### src/hw/rtl/metronome_tone_burst_generator_unit_defines.svh
// Assertion macros shared by the tone burst generator RTL.
`ifndef METRONOME_TONE_BURST_GENERATOR_UNIT_DEFINES_SVH
`define METRONOME_TONE_BURST_GENERATOR_UNIT_DEFINES_SVH

`ifndef SYNTH
// Same-cycle implication, checked outside reset.
`define MTBG_ASSERT_IMP(label, clk, rst_n, ante, cons) \
    label: assert property (@(posedge clk) disable iff (!rst_n) (ante) |-> (cons)) \
        else $error("mtbg: same-cycle check failed");
// Next-cycle implication, checked outside reset.
`define MTBG_ASSERT_NXT(label, clk, rst_n, ante, cons) \
    label: assert property (@(posedge clk) disable iff (!rst_n) (ante) |=> (cons)) \
        else $error("mtbg: next-cycle check failed");
`else
`define MTBG_ASSERT_IMP(label, clk, rst_n, ante, cons)
`define MTBG_ASSERT_NXT(label, clk, rst_n, ante, cons)
`endif

`endif

### src/hw/rtl/mtbg_pkg.sv
// Types and constants shared by the tone burst generator modules.
`timescale 1ns / 1ps
`default_nettype none

package mtbg_pkg;

    // Configuration register indexes
    localparam logic [2:0] REG_PERIOD    = 3'd0;
    localparam logic [2:0] REG_TONE      = 3'd1;
    localparam logic [2:0] REG_ATTACK    = 3'd2;
    localparam logic [2:0] REG_DECAY     = 3'd3;
    localparam logic [2:0] REG_STEP      = 3'd4;
    localparam logic [2:0] REG_MAX_LEVEL = 3'd5;

    localparam int CFG_IDX_W  = 3;
    localparam int CFG_DATA_W = 24;

    typedef struct packed {
        logic [19:0] period;
        logic [19:0] tone;
        logic [19:0] attack;
        logic [19:0] decay;
        logic [23:0] phase_step;
        logic [14:0] max_level;
    } t_cfg;

    localparam t_cfg CFG_RESET = '{
        period:     20'd48000,
        tone:       20'd4800,
        attack:     20'd48,
        decay:      20'd480,
        phase_step: 24'd307582,
        max_level:  15'd16384
    };

    // Sine polynomial coefficients, Q15
    localparam logic [15:0] SIN_A = 16'd51472;
    localparam logic [15:0] SIN_B = 16'd21024;
    localparam logic [15:0] SIN_C = 16'd2320;

    // Envelope quotient is below 2^15, one bit per divider step
    localparam int DIV_STEPS = 15;
    localparam int DIV_CNT_W = $clog2(DIV_STEPS);

    // Request queue between front and back
    localparam int Q_DEPTH = 4;
    localparam int Q_PTR_W = $clog2(Q_DEPTH);
    localparam int Q_CNT_W = $clog2(Q_DEPTH + 1);

endpackage

`default_nettype wire

### src/hw/rtl/mtbg_front.sv
// Front end: configuration registers, request acceptance and frame count clamping.
`timescale 1ns / 1ps
`default_nettype none

module mtbg_front
    import mtbg_pkg::*;
#(
    parameter int MAX_BLOCK = 64,
    parameter int CNT_W     = 7
) (
    input  logic                  i_clk,
    input  logic                  i_rst_n,
    input  logic                  i_cfg_we,
    input  logic [CFG_IDX_W-1:0]  i_cfg_index,
    input  logic [CFG_DATA_W-1:0] i_cfg_data,
    output t_cfg                  o_cfg,
    input  logic                  i_in_valid,
    output logic                  o_in_stall,
    input  logic [6:0]            i_frames,
    input  logic                  i_q_full,
    output logic                  o_push,
    output logic [CNT_W-1:0]      o_push_data
);

    localparam logic [6:0] MAX_FRAMES = 7'(MAX_BLOCK);

    t_cfg       r_cfg;
    logic [6:0] frames_sat;

    always_ff @(posedge i_clk) begin
        if (!i_rst_n) begin
            r_cfg <= CFG_RESET;
        end else if (i_cfg_we) begin
            case (i_cfg_index)
                REG_PERIOD:    r_cfg.period     <= i_cfg_data[19:0];
                REG_TONE:      r_cfg.tone       <= i_cfg_data[19:0];
                REG_ATTACK:    r_cfg.attack     <= i_cfg_data[19:0];
                REG_DECAY:     r_cfg.decay      <= i_cfg_data[19:0];
                REG_STEP:      r_cfg.phase_step <= i_cfg_data[23:0];
                REG_MAX_LEVEL: r_cfg.max_level  <= i_cfg_data[14:0];
                default: begin
                end
            endcase
        end
    end

    assign o_cfg = r_cfg;

    // Clamp oversize requests; drop empty ones after the transfer
    assign frames_sat  = (i_frames > MAX_FRAMES) ? MAX_FRAMES : i_frames;
    assign o_in_stall  = i_q_full;
    assign o_push      = i_in_valid && !i_q_full && (i_frames != 7'd0);
    assign o_push_data = frames_sat[CNT_W-1:0];

endmodule

`default_nettype wire

### src/hw/rtl/mtbg_queue.sv
// Short request queue that decouples the front end from the sample engine.
`timescale 1ns / 1ps
`default_nettype none
`include "metronome_tone_burst_generator_unit_defines.svh"

module mtbg_queue
    import mtbg_pkg::*;
#(
    parameter int WIDTH = 7
) (
    input  logic             i_clk,
    input  logic             i_rst_n,
    input  logic             i_push,
    input  logic [WIDTH-1:0] i_push_data,
    output logic             o_full,
    input  logic             i_pop,
    output logic             o_empty,
    output logic [WIDTH-1:0] o_rd_data
);

    logic [WIDTH-1:0]   r_mem [Q_DEPTH];
    logic [Q_PTR_W-1:0] r_wr_ptr;
    logic [Q_PTR_W-1:0] r_rd_ptr;
    logic [Q_CNT_W-1:0] r_count;

    always_ff @(posedge i_clk) begin
        if (i_push) begin
            r_mem[r_wr_ptr] <= i_push_data;
        end
    end

    always_ff @(posedge i_clk) begin
        if (!i_rst_n) begin
            r_wr_ptr <= '0;
            r_rd_ptr <= '0;
            r_count  <= '0;
        end else begin
            if (i_push) begin
                r_wr_ptr <= r_wr_ptr + Q_PTR_W'(1);
            end
            if (i_pop) begin
                r_rd_ptr <= r_rd_ptr + Q_PTR_W'(1);
            end
            if (i_push && !i_pop) begin
                r_count <= r_count + Q_CNT_W'(1);
            end else if (i_pop && !i_push) begin
                r_count <= r_count - Q_CNT_W'(1);
            end
        end
    end

    assign o_full    = (r_count == Q_CNT_W'(Q_DEPTH));
    assign o_empty   = (r_count == '0);
    assign o_rd_data = r_mem[r_rd_ptr];

    `MTBG_ASSERT_IMP(a_q_no_overflow, i_clk, i_rst_n, o_full, !i_push)
    `MTBG_ASSERT_IMP(a_q_no_underflow, i_clk, i_rst_n, o_empty, !i_pop)
    `MTBG_ASSERT_IMP(a_q_full_ptrs, i_clk, i_rst_n, o_full, r_wr_ptr == r_rd_ptr)

endmodule

`default_nettype wire

### src/hw/rtl/mtbg_engine.sv
// Sample engine: position and phase tracking, sine polynomial, envelope divider, output register.
`timescale 1ns / 1ps
`default_nettype none
`include "metronome_tone_burst_generator_unit_defines.svh"

module mtbg_engine
    import mtbg_pkg::*;
#(
    parameter int PHASE_BITS      = 24,
    parameter int SINE_TABLE_BITS = 10,
    parameter int CNT_W           = 7
) (
    input  logic               i_clk,
    input  logic               i_rst_n,
    input  t_cfg               i_cfg,
    input  logic               i_q_empty,
    input  logic [CNT_W-1:0]   i_q_data,
    output logic               o_q_pop,
    output logic               o_out_valid,
    input  logic               i_out_stall,
    output logic signed [15:0] o_sample,
    output logic               o_last
);

    localparam int STEP_W   = 56;
    localparam int STEP_SHL = (PHASE_BITS >= 24) ? (PHASE_BITS - 24) : 0;
    localparam int STEP_SHR = (PHASE_BITS < 24) ? (24 - PHASE_BITS) : 0;

    // Sine sub-steps run alongside the divider iterations
    localparam logic [DIV_CNT_W-1:0] SIN_STEP_T1  = DIV_CNT_W'(0);
    localparam logic [DIV_CNT_W-1:0] SIN_STEP_T2  = DIV_CNT_W'(1);
    localparam logic [DIV_CNT_W-1:0] SIN_STEP_MAG = DIV_CNT_W'(2);
    localparam logic [DIV_CNT_W-1:0] DIV_LAST     = DIV_CNT_W'(DIV_STEPS - 1);

    typedef enum logic [2:0] {
        S_IDLE,
        S_WRAP,
        S_PREP,
        S_MULT,
        S_DIV,
        S_ENV,
        S_OUT
    } t_state;

    t_state                  r_state;
    logic [CNT_W-1:0]        r_left;
    logic [19:0]             r_pos;
    logic [PHASE_BITS-1:0]   r_phase;
    logic [19:0]             r_num;
    logic [19:0]             r_den;
    logic [14:0]             r_z;
    logic                    r_neg;
    logic [14:0]             r_z2;
    logic [14:0]             r_t1;
    logic [15:0]             r_t2;
    logic [14:0]             r_s;
    logic [19:0]             r_rem;
    logic [14:0]             r_dlow;
    logic [14:0]             r_quo;
    logic [DIV_CNT_W-1:0]    r_cnt;
    logic [14:0]             r_mag;
    logic                    r_out_valid;
    logic signed [15:0]      r_sample;
    logic                    r_last;

    logic [19:0]                period_eff;
    logic [STEP_W-1:0]          step_wide;
    logic [PHASE_BITS-1:0]      step_scaled;
    logic [SINE_TABLE_BITS-1:0] sin_idx;
    logic [1:0]                 quad;
    logic [13:0]                z_raw;
    logic [14:0]                z_fold;
    logic                       in_tone;
    logic                       in_rise;
    logic                       in_flat;
    logic [20:0]                pos_dec;
    logic [19:0]                tone_left;
    logic [34:0]                lvl_prod;
    logic [29:0]                z_sq;
    logic [20:0]                trial;
    logic                       trial_ge;
    logic [20:0]                trial_diff;
    logic [31:0]                c_prod;
    logic [31:0]                b_prod;
    logic [31:0]                a_prod;
    logic [15:0]                t1_full;
    logic [15:0]                t2_full;
    logic [29:0]                mag_prod;
    logic [20:0]                pos_inc;
    logic                       pos_wrap;
    logic [15:0]                mag16;
    logic                       out_load;
    logic                       is_last;

    // A zero period behaves as a period of one
    assign period_eff  = (i_cfg.period == '0) ? 20'd1 : i_cfg.period;
    assign step_wide   = ({32'd0, i_cfg.phase_step} << STEP_SHL) >> STEP_SHR;
    assign step_scaled = step_wide[PHASE_BITS-1:0];

    // Fold the quadrant so z runs 0..1 in Q14
    assign sin_idx = r_phase[PHASE_BITS-1 -: SINE_TABLE_BITS];
    assign quad    = sin_idx[SINE_TABLE_BITS-1 -: 2];
    assign z_raw   = 14'(sin_idx) << (16 - SINE_TABLE_BITS);
    assign z_fold  = quad[0] ? (15'd16384 - {1'b0, z_raw}) : {1'b0, z_raw};

    // Envelope segment: rise, flat, fall in that order of precedence
    assign in_tone   = r_pos < i_cfg.tone;
    assign in_rise   = r_pos < i_cfg.attack;
    assign pos_dec   = {1'b0, r_pos} + {1'b0, i_cfg.decay};
    assign in_flat   = pos_dec < {1'b0, i_cfg.tone};
    assign tone_left = i_cfg.tone - r_pos;

    assign lvl_prod = 35'(i_cfg.max_level) * 35'(r_num);
    assign z_sq     = 30'(r_z) * 30'(r_z);

    // Restoring divider, one quotient bit a cycle
    assign trial      = {r_rem, r_dlow[14]};
    assign trial_ge   = trial >= {1'b0, r_den};
    assign trial_diff = trial - {1'b0, r_den};

    assign c_prod  = 32'(SIN_C) * 32'(r_z2);
    assign t1_full = SIN_B - c_prod[29:14];
    assign b_prod  = 32'(r_z2) * 32'(r_t1);
    assign t2_full = SIN_A - b_prod[29:14];
    assign a_prod  = 32'(r_z) * 32'(r_t2);

    assign mag_prod = 30'(r_quo) * 30'(r_s);

    assign pos_inc  = {1'b0, r_pos} + 21'd1;
    assign pos_wrap = pos_inc >= {1'b0, period_eff};
    assign mag16    = {1'b0, r_mag};
    assign is_last  = (r_left == CNT_W'(1));
    assign out_load = (r_state == S_OUT) && (!r_out_valid || !i_out_stall);

    assign o_q_pop = (r_state == S_IDLE) && !i_q_empty;

    always_ff @(posedge i_clk) begin
        if (!i_rst_n) begin
            r_state     <= S_IDLE;
            r_left      <= '0;
            r_pos       <= '0;
            r_phase     <= '0;
            r_cnt       <= '0;
            r_out_valid <= 1'b0;
        end else begin
            if (r_out_valid && !i_out_stall && !out_load) begin
                r_out_valid <= 1'b0;
            end
            case (r_state)
                S_IDLE: begin
                    if (!i_q_empty) begin
                        r_left  <= i_q_data;
                        r_state <= S_WRAP;
                    end
                end
                S_WRAP: begin
                    // Restart the beat if the period was lowered to or below the position
                    if (r_pos >= period_eff) begin
                        r_pos   <= '0;
                        r_phase <= '0;
                    end
                    r_state <= S_PREP;
                end
                S_PREP: begin
                    r_z   <= z_fold;
                    r_neg <= quad[1];
                    if (!in_tone) begin
                        r_num <= '0;
                        r_den <= 20'd1;
                    end else if (in_rise) begin
                        r_num <= r_pos;
                        r_den <= i_cfg.attack;
                    end else if (in_flat) begin
                        r_num <= 20'd1;
                        r_den <= 20'd1;
                    end else begin
                        r_num <= tone_left;
                        r_den <= i_cfg.decay;
                    end
                    r_state <= S_MULT;
                end
                S_MULT: begin
                    r_rem   <= lvl_prod[34:15];
                    r_dlow  <= lvl_prod[14:0];
                    r_quo   <= '0;
                    r_z2    <= z_sq[28:14];
                    r_cnt   <= '0;
                    r_state <= S_DIV;
                end
                S_DIV: begin
                    r_rem  <= trial_ge ? trial_diff[19:0] : trial[19:0];
                    r_dlow <= {r_dlow[13:0], 1'b0};
                    r_quo  <= {r_quo[13:0], trial_ge};
                    case (r_cnt)
                        SIN_STEP_T1:  r_t1 <= t1_full[14:0];
                        SIN_STEP_T2:  r_t2 <= t2_full;
                        SIN_STEP_MAG: r_s  <= a_prod[29] ? 15'h7FFF : a_prod[28:14];
                        default: begin
                        end
                    endcase
                    r_cnt <= r_cnt + DIV_CNT_W'(1);
                    if (r_cnt == DIV_LAST) begin
                        r_state <= S_ENV;
                    end
                end
                S_ENV: begin
                    r_mag   <= mag_prod[29:15];
                    r_state <= S_OUT;
                end
                S_OUT: begin
                    if (out_load) begin
                        r_out_valid <= 1'b1;
                        r_sample    <= r_neg ? signed'(16'd0 - mag16) : signed'(mag16);
                        r_last      <= is_last;
                        if (pos_wrap) begin
                            r_pos   <= '0;
                            r_phase <= '0;
                        end else begin
                            r_pos   <= pos_inc[19:0];
                            r_phase <= r_phase + step_scaled;
                        end
                        r_left  <= r_left - CNT_W'(1);
                        r_state <= is_last ? S_IDLE : S_WRAP;
                    end
                end
                default: begin
                    r_state <= S_IDLE;
                end
            endcase
        end
    end

    assign o_out_valid = r_out_valid;
    assign o_sample    = r_sample;
    assign o_last      = r_last;

    `MTBG_ASSERT_IMP(a_eng_busy_has_work, i_clk, i_rst_n, r_state != S_IDLE, r_left != '0)
    `MTBG_ASSERT_NXT(a_eng_last_ends, i_clk, i_rst_n, out_load && is_last, r_state == S_IDLE)
    `MTBG_ASSERT_NXT(a_eng_load_shows, i_clk, i_rst_n, out_load, r_out_valid && (r_last == $past(is_last)))

endmodule

`default_nettype wire

### src/hw/rtl/metronome_tone_burst_generator_unit.sv
// Top level of the metronome tone burst generator.
//
// Usage: each request transfer on the input channel (i_in_valid / o_in_stall)
// carries i_frames, the number of audio samples wanted. Requests above
// MAX_BLOCK are clamped to MAX_BLOCK; a request of zero frames is taken and
// yields nothing. The output channel (o_out_valid / i_out_stall) then
// delivers that many signed Q1.15 samples on o_sample, with o_last high on
// the final one. Configuration registers are written through i_cfg_we,
// i_cfg_index and i_cfg_data while the block is idle; indexes beyond the
// register list are ignored.
//
// The engine works on one sample at a time, and its pace is set mainly
// by the 15-step restoring divider for the envelope, with the sine
// polynomial run alongside it on its own multipliers. A four-entry queue
// holds pending requests, so the front keeps taking requests while the
// engine is busy, until the queue is full.
// Reset loads the default configuration and clears position, phase, queue
// and output. When the receiver stalls, the finished sample holds in the
// output register and the engine waits with the next sample ready.
`timescale 1ns / 1ps
`default_nettype none

module metronome_tone_burst_generator_unit
    import mtbg_pkg::*;
#(
    parameter int MAX_BLOCK       = 64,
    parameter int SINE_TABLE_BITS = 10,
    parameter int PHASE_BITS      = 24
) (
    input  logic                  i_clk,
    input  logic                  i_rst_n,
    // Configuration write port
    input  logic                  i_cfg_we,
    input  logic [CFG_IDX_W-1:0]  i_cfg_index,
    input  logic [CFG_DATA_W-1:0] i_cfg_data,
    // Request channel
    input  logic                  i_in_valid,
    output logic                  o_in_stall,
    input  logic [6:0]            i_frames,
    // Sample channel
    output logic                  o_out_valid,
    input  logic                  i_out_stall,
    output logic signed [15:0]    o_sample,
    output logic                  o_last
);

    // Wide enough to hold MAX_BLOCK itself
    localparam int CNT_W = $clog2(MAX_BLOCK + 1);

    t_cfg             cfg;
    logic             q_full;
    logic             q_push;
    logic [CNT_W-1:0] q_push_data;
    logic             q_pop;
    logic             q_empty;
    logic [CNT_W-1:0] q_rd_data;

    // Front: hold configuration, clamp and forward requests
    mtbg_front #(
        .MAX_BLOCK (MAX_BLOCK),
        .CNT_W     (CNT_W)
    ) u_front (
        .i_clk       (i_clk),
        .i_rst_n     (i_rst_n),
        .i_cfg_we    (i_cfg_we),
        .i_cfg_index (i_cfg_index),
        .i_cfg_data  (i_cfg_data),
        .o_cfg       (cfg),
        .i_in_valid  (i_in_valid),
        .o_in_stall  (o_in_stall),
        .i_frames    (i_frames),
        .i_q_full    (q_full),
        .o_push      (q_push),
        .o_push_data (q_push_data)
    );

    // Queue: buffer pending frame counts between front and engine
    mtbg_queue #(
        .WIDTH (CNT_W)
    ) u_queue (
        .i_clk       (i_clk),
        .i_rst_n     (i_rst_n),
        .i_push      (q_push),
        .i_push_data (q_push_data),
        .o_full      (q_full),
        .i_pop       (q_pop),
        .o_empty     (q_empty),
        .o_rd_data   (q_rd_data)
    );

    // Engine: generate one sample at a time and drive the output register
    mtbg_engine #(
        .PHASE_BITS      (PHASE_BITS),
        .SINE_TABLE_BITS (SINE_TABLE_BITS),
        .CNT_W           (CNT_W)
    ) u_engine (
        .i_clk       (i_clk),
        .i_rst_n     (i_rst_n),
        .i_cfg       (cfg),
        .i_q_empty   (q_empty),
        .i_q_data    (q_rd_data),
        .o_q_pop     (q_pop),
        .o_out_valid (o_out_valid),
        .i_out_stall (i_out_stall),
        .o_sample    (o_sample),
        .o_last      (o_last)
    );

endmodule

`default_nettype wire

### config.mk
export PLATFORM = sky130hd
export DESIGN_NAME = metronome_tone_burst_generator_unit
export DESIGN_NICKNAME = d
export VERILOG_FILES = /design/src/hw/rtl/mtbg_pkg.sv /design/src/hw/rtl/mtbg_front.sv /design/src/hw/rtl/mtbg_queue.sv /design/src/hw/rtl/mtbg_engine.sv /design/src/hw/rtl/metronome_tone_burst_generator_unit.sv
export VERILOG_INCLUDE_DIRS = /design/src /design/src/hw/rtl
export SDC_FILE = /design/constraint.sdc
export NUM_CORES = 2
export LEC_CHECK = 0
export ABC_AREA = 1
export ABC_CLOCK_PERIOD_IN_PS = 17100
export BUFFER_PORTS_ARGS = -buffer_cell sky130_fd_sc_hd__buf_4
export CAP_MARGIN = 10
export CORE_AREA = 2 2 343 345
export CTS_CLUSTER_SIZE = 25
export DETAILED_ROUTE_END_ITERATION = 10
export DIE_AREA = 0 0 345 347
export GPL_TIMING_DRIVEN = 0
export PLACE_DENSITY_LB_ADDON = 0.2
export SYNTH_ARGS = -nofsm -noshare
export SYNTH_HDL_FRONTEND = slang
export SYNTH_SLANG_ARGS = --single-unit
### constraint.sdc
create_clock -name i_clk -period 17.1 [get_ports i_clk]
set_input_delay 1.71 -clock i_clk [delete_from_list [all_inputs] [get_ports i_clk]]
set_output_delay 1.71 -clock i_clk [all_outputs]
set_load 0.02 [all_outputs]
=== Yosys cells after proc, flatten, opt, wreduce, memory -nomap -nowiden ===
Memories as Yosys holds them, arrays and structs flattened. A register that Yosys moved wholly into a read port is not among the register bits.
Cells that the tools add are included.

* Register bits: 384
* Latch bits: 0
* Bits in writable memories: 28
* Bits in read-only memories: 0
* Memories kept: 1

{| class="wikitable"
|+ Memory list
! name !! words !! bits a word !! rd ports !! clocked after Yosys merged registers in !! wr ports !! line !! text
|-
| u_queue.r_mem || 4 || 7 || 1 || 1 || 1 || mtbg_queue.sv:21 || <nowiki>logic [WIDTH-1:0] r_mem [Q_DEPTH];</nowiki>
|}

* Add/sub/neg operators: 15
* $mul: 6
* Div/mod/pow operators: 0
* $lt $le $gt $ge: 7
* Equal/unequal tests: 20
* Shifts and indexed selects: 0
* Mux-type cells: 38
* Bitwise operators: 0
* Reduce and logical (&&, ||, !) cells: 43

{| class="wikitable"
|+ Operator list
! operator !! count
|-
| $mux W20 || 9
|-
| $pmux W20 S2 || 2
|-
| $mux W24 || 3
|-
| $mul A15 B15 Y30 || 2
|-
| $pmux W15 S2 || 2
|-
| $pmux W24 S2 || 1
|-
| $ge A21 B20 Y1 || 2
|-
| $lt A20 B20 Y1 || 2
|-
| $sub A20 B20 Y20 || 2
|-
| $mul A15 B20 Y35 || 1
|-
| $mul A15 B16 Y30 || 1
|-
| $mul A15 B15 Y29 || 1
|-
| $add A24 B24 Y24 || 1
|-
| $mul A8 B15 Y23 const A || 1
|-
| $add A20 B1 Y21 const B || 1
|-
| $add A20 B20 Y21 || 1
|-
| $lt A21 B20 Y1 || 1
|-
| $mux W7 || 3
|-
| $pmux W3 S7 || 1
|-
| $reduce_and A3 Y1 || 7
|-
| $ge A20 B20 Y1 || 1
|-
| $logic_not A20 Y1 || 1
|-
| $reduce_and A2 Y1 || 10
|-
| $eq A3 B3 Y1 const B || 6
|-
| 32 further kinds || 67
|}

=== Logic depth before layout (Yosys ltp) ===
* Depth in word-level cells: 8
* Depth in mapped cells: 36

=== By module ===
Synthesis repeated with hierarchy kept, for this count alone.

* Cells, all modules: 7,502
* Area total of the unflattened synthesis: 57,330.0 um2

{| class="wikitable"
|+ Modules (own cells, without submodules)
! module !! instances !! cells each !! area an instance (um2)
|-
| mtbg_engine || 1 || 6,705 || 51,156.6
|-
| mtbg_front || 1 || 672 || 4,685.7
|-
| mtbg_queue || 1 || 125 || 1,487.7
|}

=== Worst setup path before layout ===
No wires, ideal clock.

* Path kind: flip-flop to flip-flop
* Start: register u_engine.r_z2[8]
* End: register u_engine.r_t2[8] (data pin)
* Setup time: 260 ps
* Data arrival time: 5,776 ps
* Slack: 11,063 ps
* Stages on the path, launching flop included: 33
* Clock period less this slack: 6,037 ps
* Path through: edfxtp_1 -> clkbuf_1 -> clkbuf_1 -> nand2_1 -> inv_1 -> fa_1 -> inv_1 -> fa_1 -> inv_1 -> fa_1 -> inv_1 -> fa_1 -> inv_1 -> fa_1 -> inv_1 -> fa_1 -> inv_1 -> ha_1 -> nand2_1 -> nor2_1 -> inv_1 -> nor2_1 -> nand2_1 -> nand3_1 -> nand2_1 -> inv_1 -> ha_1 -> inv_1 -> nor2_1 -> a21oi_1 -> nor2_2 -> nand3_1 -> xor2_1

* Word-level cells in the longest chain between the ends: 2

{| class="wikitable"
|+ Ends and longest elaborated chain
! element !! line !! text
|-
| start: declaration || mtbg_engine.sv:53 || <nowiki>logic [14:0] r_z2;</nowiki>
|-
| start signal: assignment || mtbg_engine.sv:186 || <nowiki>r_z2 <= z_sq[28:14];</nowiki>
|-
| $mul A15 B15 Y30 || mtbg_engine.sv:123 || <nowiki>assign b_prod = 32'(r_z2) * 32'(r_t1);</nowiki>
|-
| via u_engine.b_prod[14] || mtbg_engine.sv:84 || <nowiki>logic [31:0] b_prod;</nowiki>
|-
| $sub A16 B16 Y16 || mtbg_engine.sv:124 || <nowiki>assign t2_full = SIN_A - b_prod[29:14];</nowiki>
|-
| via u_engine.t2_full[8] || mtbg_engine.sv:87 || <nowiki>logic [15:0] t2_full;</nowiki>
|-
| end signal: assignment || mtbg_engine.sv:196 || <nowiki>SIN_STEP_T2: r_t2 <= t2_full;</nowiki>
|-
| end: declaration || mtbg_engine.sv:55 || <nowiki>logic [15:0] r_t2;</nowiki>
|}

The timed path passes the listed nets, and every way through them passes these cells.
A chain may end at the register's enable or synchronous reset.

=== Worst setup path in the final report ===
* Start: register u_engine.r_z2[8]
* End: register u_engine.r_t2[8] (data pin)

* Word-level cells in the longest chain between the ends: 2

{| class="wikitable"
|+ Ends and longest elaborated chain
! element !! line
|-
| $mul A15 B15 Y30 || mtbg_engine.sv:123
|-
| $sub A16 B16 Y16 || mtbg_engine.sv:124
|-
| via u_engine.t2_full[8] || mtbg_engine.sv:87
|}

The timed path passes the listed nets, and every way through them passes these cells.

==> results.py <==
metrics = {
    "routing": {
        "ant_nets": 0,
        "totalWireLength_um": 161700,
        "drt_first_pass_iters": 6,
        "vias_per_cell": 5.298,
        "drc_errors": 0,
        "wl_per_cell_um": 18.02,
        "num_vias": 47560,
        "drt_iter0_drc": 3438,
    },
    "synth": {
        "synth_nets": 8672,
        "synth-xor-area-share": 0.03124,
        "seq_area_frac_synth": 0.1836,
        "synth-edff-count": 221,
        "synth_compound_area_frac": 0.08105,
        "avgSynthCellArea_sq_um": 7.751,
        "synthSimpleGateAreaFrac": 0.1871,
        "synth_seq_cells": 408,
        "yosys-mux-area-fraction": 0,
        "synth_fa_ha_area_frac": 0.3899,
        "synth_top_family_by_area": "adder cells",
        "ys.flop_type": "edfxtp_1",
        "ys_warn_count": 0,
        "syn_area_sq_um": 56540,
        "ys_types": 55,
        "synthCells": 7295,
        "async_flop_share": 0,
    },
    "floorplanning": {
        "die_area_sq_um": 119700,
        "start_util": 0.4886,
        "die_w_um": 345,
        "core_sq_um": 115700,
        "fp.dieH_um": 347,
        "row_count": 125,
        "pin_count": 58,
    },
    "global_route": {
        "grtUsageTotal": 0.2726,
        "grt_pass1_vias": 47300,
        "antenna_found_initial": 2,
        "grt_pass1_wl_um": 258400,
        "grt_max_degree": 31,
        "grt_overflow": 0,
    },
    "run": {
        "cap_violations": 0,
    },
    "worst_setup_path": {
        "cp.arrival_ns": 7.64,
        "worst_ep_required_time_ns": 17.50,
        "crit_path_max_incr_delay_ns": 0.56,
        "crit_fanout": 10,
        "r2r_cells": 28,
        "cp-start-kind": "flop",
        "crit_path_top_delay_cell": "clkbuf_1",
        "crit_type": "flop to flop",
        "cp-end-kind": "flop",
        "crit_top_cell": "nand2_1",
    },
    "sta": {
        "grt_setup_unrepaired": "false",
        "fin_crit_sh": 0.4234,
        "min_period_ns": 7.240,
        "finalHoldViolCount": 0,
        "setup_viol": 0,
        "timing.final.ws_setup_ns": 9.860,
        "timing.setup.tns_ns": 0,
        "tightest_slew_ns": 1.288,
        "finalMaxSlewViolations": 0,
        "max-slew-margin-rel": 0.1346,
        "fin_skew_ns": 0.07866,
        "max_freq_ghz": 0.1381,
    },
    "clock_network": {
        "cts_setup_buffers": 0,
        "cts_buffers": 48,
        "ctsResizeCount": 0,
        "root_buffer": "clkbuf_16",
        "htree_num_levels": 2,
        "clock_path_buffers": 3,
        "hold_buffers": 0,
        "cts_tree": "done",
        "insertion_delay_ns": 0.68,
        "clock_sinks": 408,
        "cts.reportedPaths.clkPinSlew_ns": 0.06,
    },
    "final_layout": {
        "fin_cells": 8977,
        "fin_util": 0.5253,
        "final_nets": 8786,
        "drive_gt1_frac": 0.02752,
        "area_growth_pct": 7.526,
    },
    "placement": {
        "port_buffers": 56,
        "dp_worst_setup_slack_ns": 9.959,
        "dp.final_hpwl_um": 132800,
        "gp_congestion": 0.9588,
        "place_inst": 8883,
    },
    "power": {
        "leakage_nw": 32.48,
        "ir_drop_mv": 0.3534,
        "power_density_nw_per_um2": 210.1,
    },
    "status": {
        "outcome": "completed",
    },
    "min_path": {
        "hold_path_depth": 2,
        "hp-class": "flop to flop",
    },
}
## state kept, by name, indices dropped and copies added (netlist names), 2 cells and up, named ones only
name               flops
u_engine.r_state       3
u_queue.r_wr_ptr       2
u_engine.r_t1         15
u_engine.r_phase      24
u_front.o_cfg        119
u_queue.r_mem         28
u_queue.r_rd_ptr       2
u_engine.r_quo        15
u_engine.r_s          15
u_engine.r_den        20
u_queue.r_count        3
u_engine.r_num        20
u_engine.r_mag        15
u_engine.r_t2         16
u_engine.r_z2         15
u_engine.r_dlow       15
u_engine.r_z           9
u_engine.r_rem        20
u_engine.o_sample     16
u_engine.r_left        7
u_engine.r_cnt         4
u_engine.r_pos        20
## synth_stat cells, types with 2 or more instances
master | instances | area (sq um)
xor2_1 | 125 | 1095
edfxtp_1 | 221 | 6636
nor2_1 | 412 | 1546
a221oi_1 | 6 | 52.55
a31oi_1 | 22 | 137.6
fa_1 | 707 | 14150
nor2_2 | 3 | 18.77
nor4_1 | 14 | 87.58
buf_6 | 4 | 45.04
o31ai_1 | 5 | 37.54
nor3_1 | 57 | 285.3
o21ai_1 | 2 | 10.01
buf_1 | 11 | 41.29
or2_2 | 13 | 81.33
o21ai_0 | 284 | 1421
o21a_1 | 12 | 90.09
o22ai_1 | 2 | 12.51
o211ai_1 | 30 | 225.2
o21ai_2 | 2 | 17.52
nor3_4 | 2 | 32.53
o21bai_1 | 11 | 82.58
nand2_2 | 4 | 25.02
xnor2_1 | 73 | 639.4
nand4_1 | 97 | 606.8
buf_2 | 14 | 70.07
dfxtp_1 | 187 | 3744
nand3b_1 | 21 | 157.7
ha_1 | 631 | 7895
clkbuf_1 | 238 | 893.4
xor2_2 | 2 | 32.53
o221ai_1 | 3 | 26.28
a21oi_1 | 432 | 2162
a21o_1 | 18 | 135.1
a211oi_1 | 5 | 37.54
and2_1 | 2 | 12.51
inv_2 | 4 | 15.01
nor3b_1 | 6 | 45.04
nand2_1 | 1756 | 6591
a2111oi_0 | 2 | 17.52
a21boi_0 | 8 | 60.06
nand3_1 | 204 | 1021
inv_1 | 1630 | 6118
## final timing paths
path | from | endpoint | slack (ns)
worst max-delay path | u_engine.r_z2[8] | u_engine.r_t2[8] | 9.86
worst max register to register | u_engine.r_z2[8] | u_engine.r_t2[8] | 9.86
worst min-delay path | u_front.o_cfg[99] | u_front.o_cfg[99] | 0.47
worst min register to register | u_front.o_cfg[99] | u_front.o_cfg[99] | 0.47
## report_power, final
group          total (W)  leakage (nW)  internal, W  switching [W]
clock network    0.00114         0.830     0.000665       0.000474
registers        0.00159          3.55      0.00150      0.0000889
logic             0.0100          28.1      0.00357        0.00647
## routing by layer
metal  GRT usage  part of all wire  wire length [um]  vias to the layer above
met5           0                 0                 0                        -
met4     0.08038             0.029              4727                        0
met3     0.03809             0.076             12360                      257
met2      0.4457              0.46             73810                     1599
met1      0.3768              0.44             70830                    22960
li1            -                 -                 -                    22740
## critical path: cells and delay by family, from the launching register on
| kind | cells | cell delay [ns] |
|---|---|---|
| DFF | 1 | 0.42 |
| buffers and inverters | 7 | 1.24 |
| and+or+nand+nor | 11 | 1.47 |
| AOI/OAI and AO/OA | 1 | 0.12 |
| xor gates and xnor gates | 1 | 0.16 |
| adders and majority gates | 8 | 3.57 |
## layout make-up
cell class | count | area [sq um]
clock buffer | 54 | 1265
antenna | 4 | 10.01
tap | 1524 | 1907
buffer | 267 | 1050
sequential | 408 | 10380
clock inverter | 36 | 485.5
multi-input combinational | 4985 | 39010
timing repair buffer | 64 | 553.0
inverter | 1635 | 6137
fill | 11270 | 54940
## layout by cell type, fill, tap and decap left out, types with 125 or more instances in the layout
cell	synthesis	final
nand2_1	1756	1756
inv_1	1630	1630
fa_1	707	707
ha_1	631	631
a21oi_1	432	432
nor2_1	412	408
o21ai_0	284	284
clkbuf_1	238	241
edfxtp_1	221	221
nand3_1	204	204
dfxtp_1	187	187
xor2_1	125	125
## per-stage QoR
| step | power (W) | hold WS [ns] | cell area (sq um) |
|---|---|---|---|
| finish | 0.01278 | 0.4669 | 60800 |
| global route | 0.01433 | 0.4891 | 60790 |
| CTS | 0.01280 | 0.4717 | 60790 |
| detailed placement | 0.01156 | 0.4530 | 59040 |
| global placement | 0.01144 | 0.4542 | 58870 |
| floorplan | 0.008970 | 0.4290 | 56540 |
## cell families after synthesis
| family | count (synthesis) |
|---|---|
| adder cells (fa/ha/maj) | 1338 |
| XOR/XNOR | 200 |
| buffers and inverters | 1902 |
| AO/OA/AOI/OAI | 850 |
| AND/OR/NAND/NOR | 2597 |
| flip-flops | 408 |
Note: power is estimated with default switching activity, not from simulation.
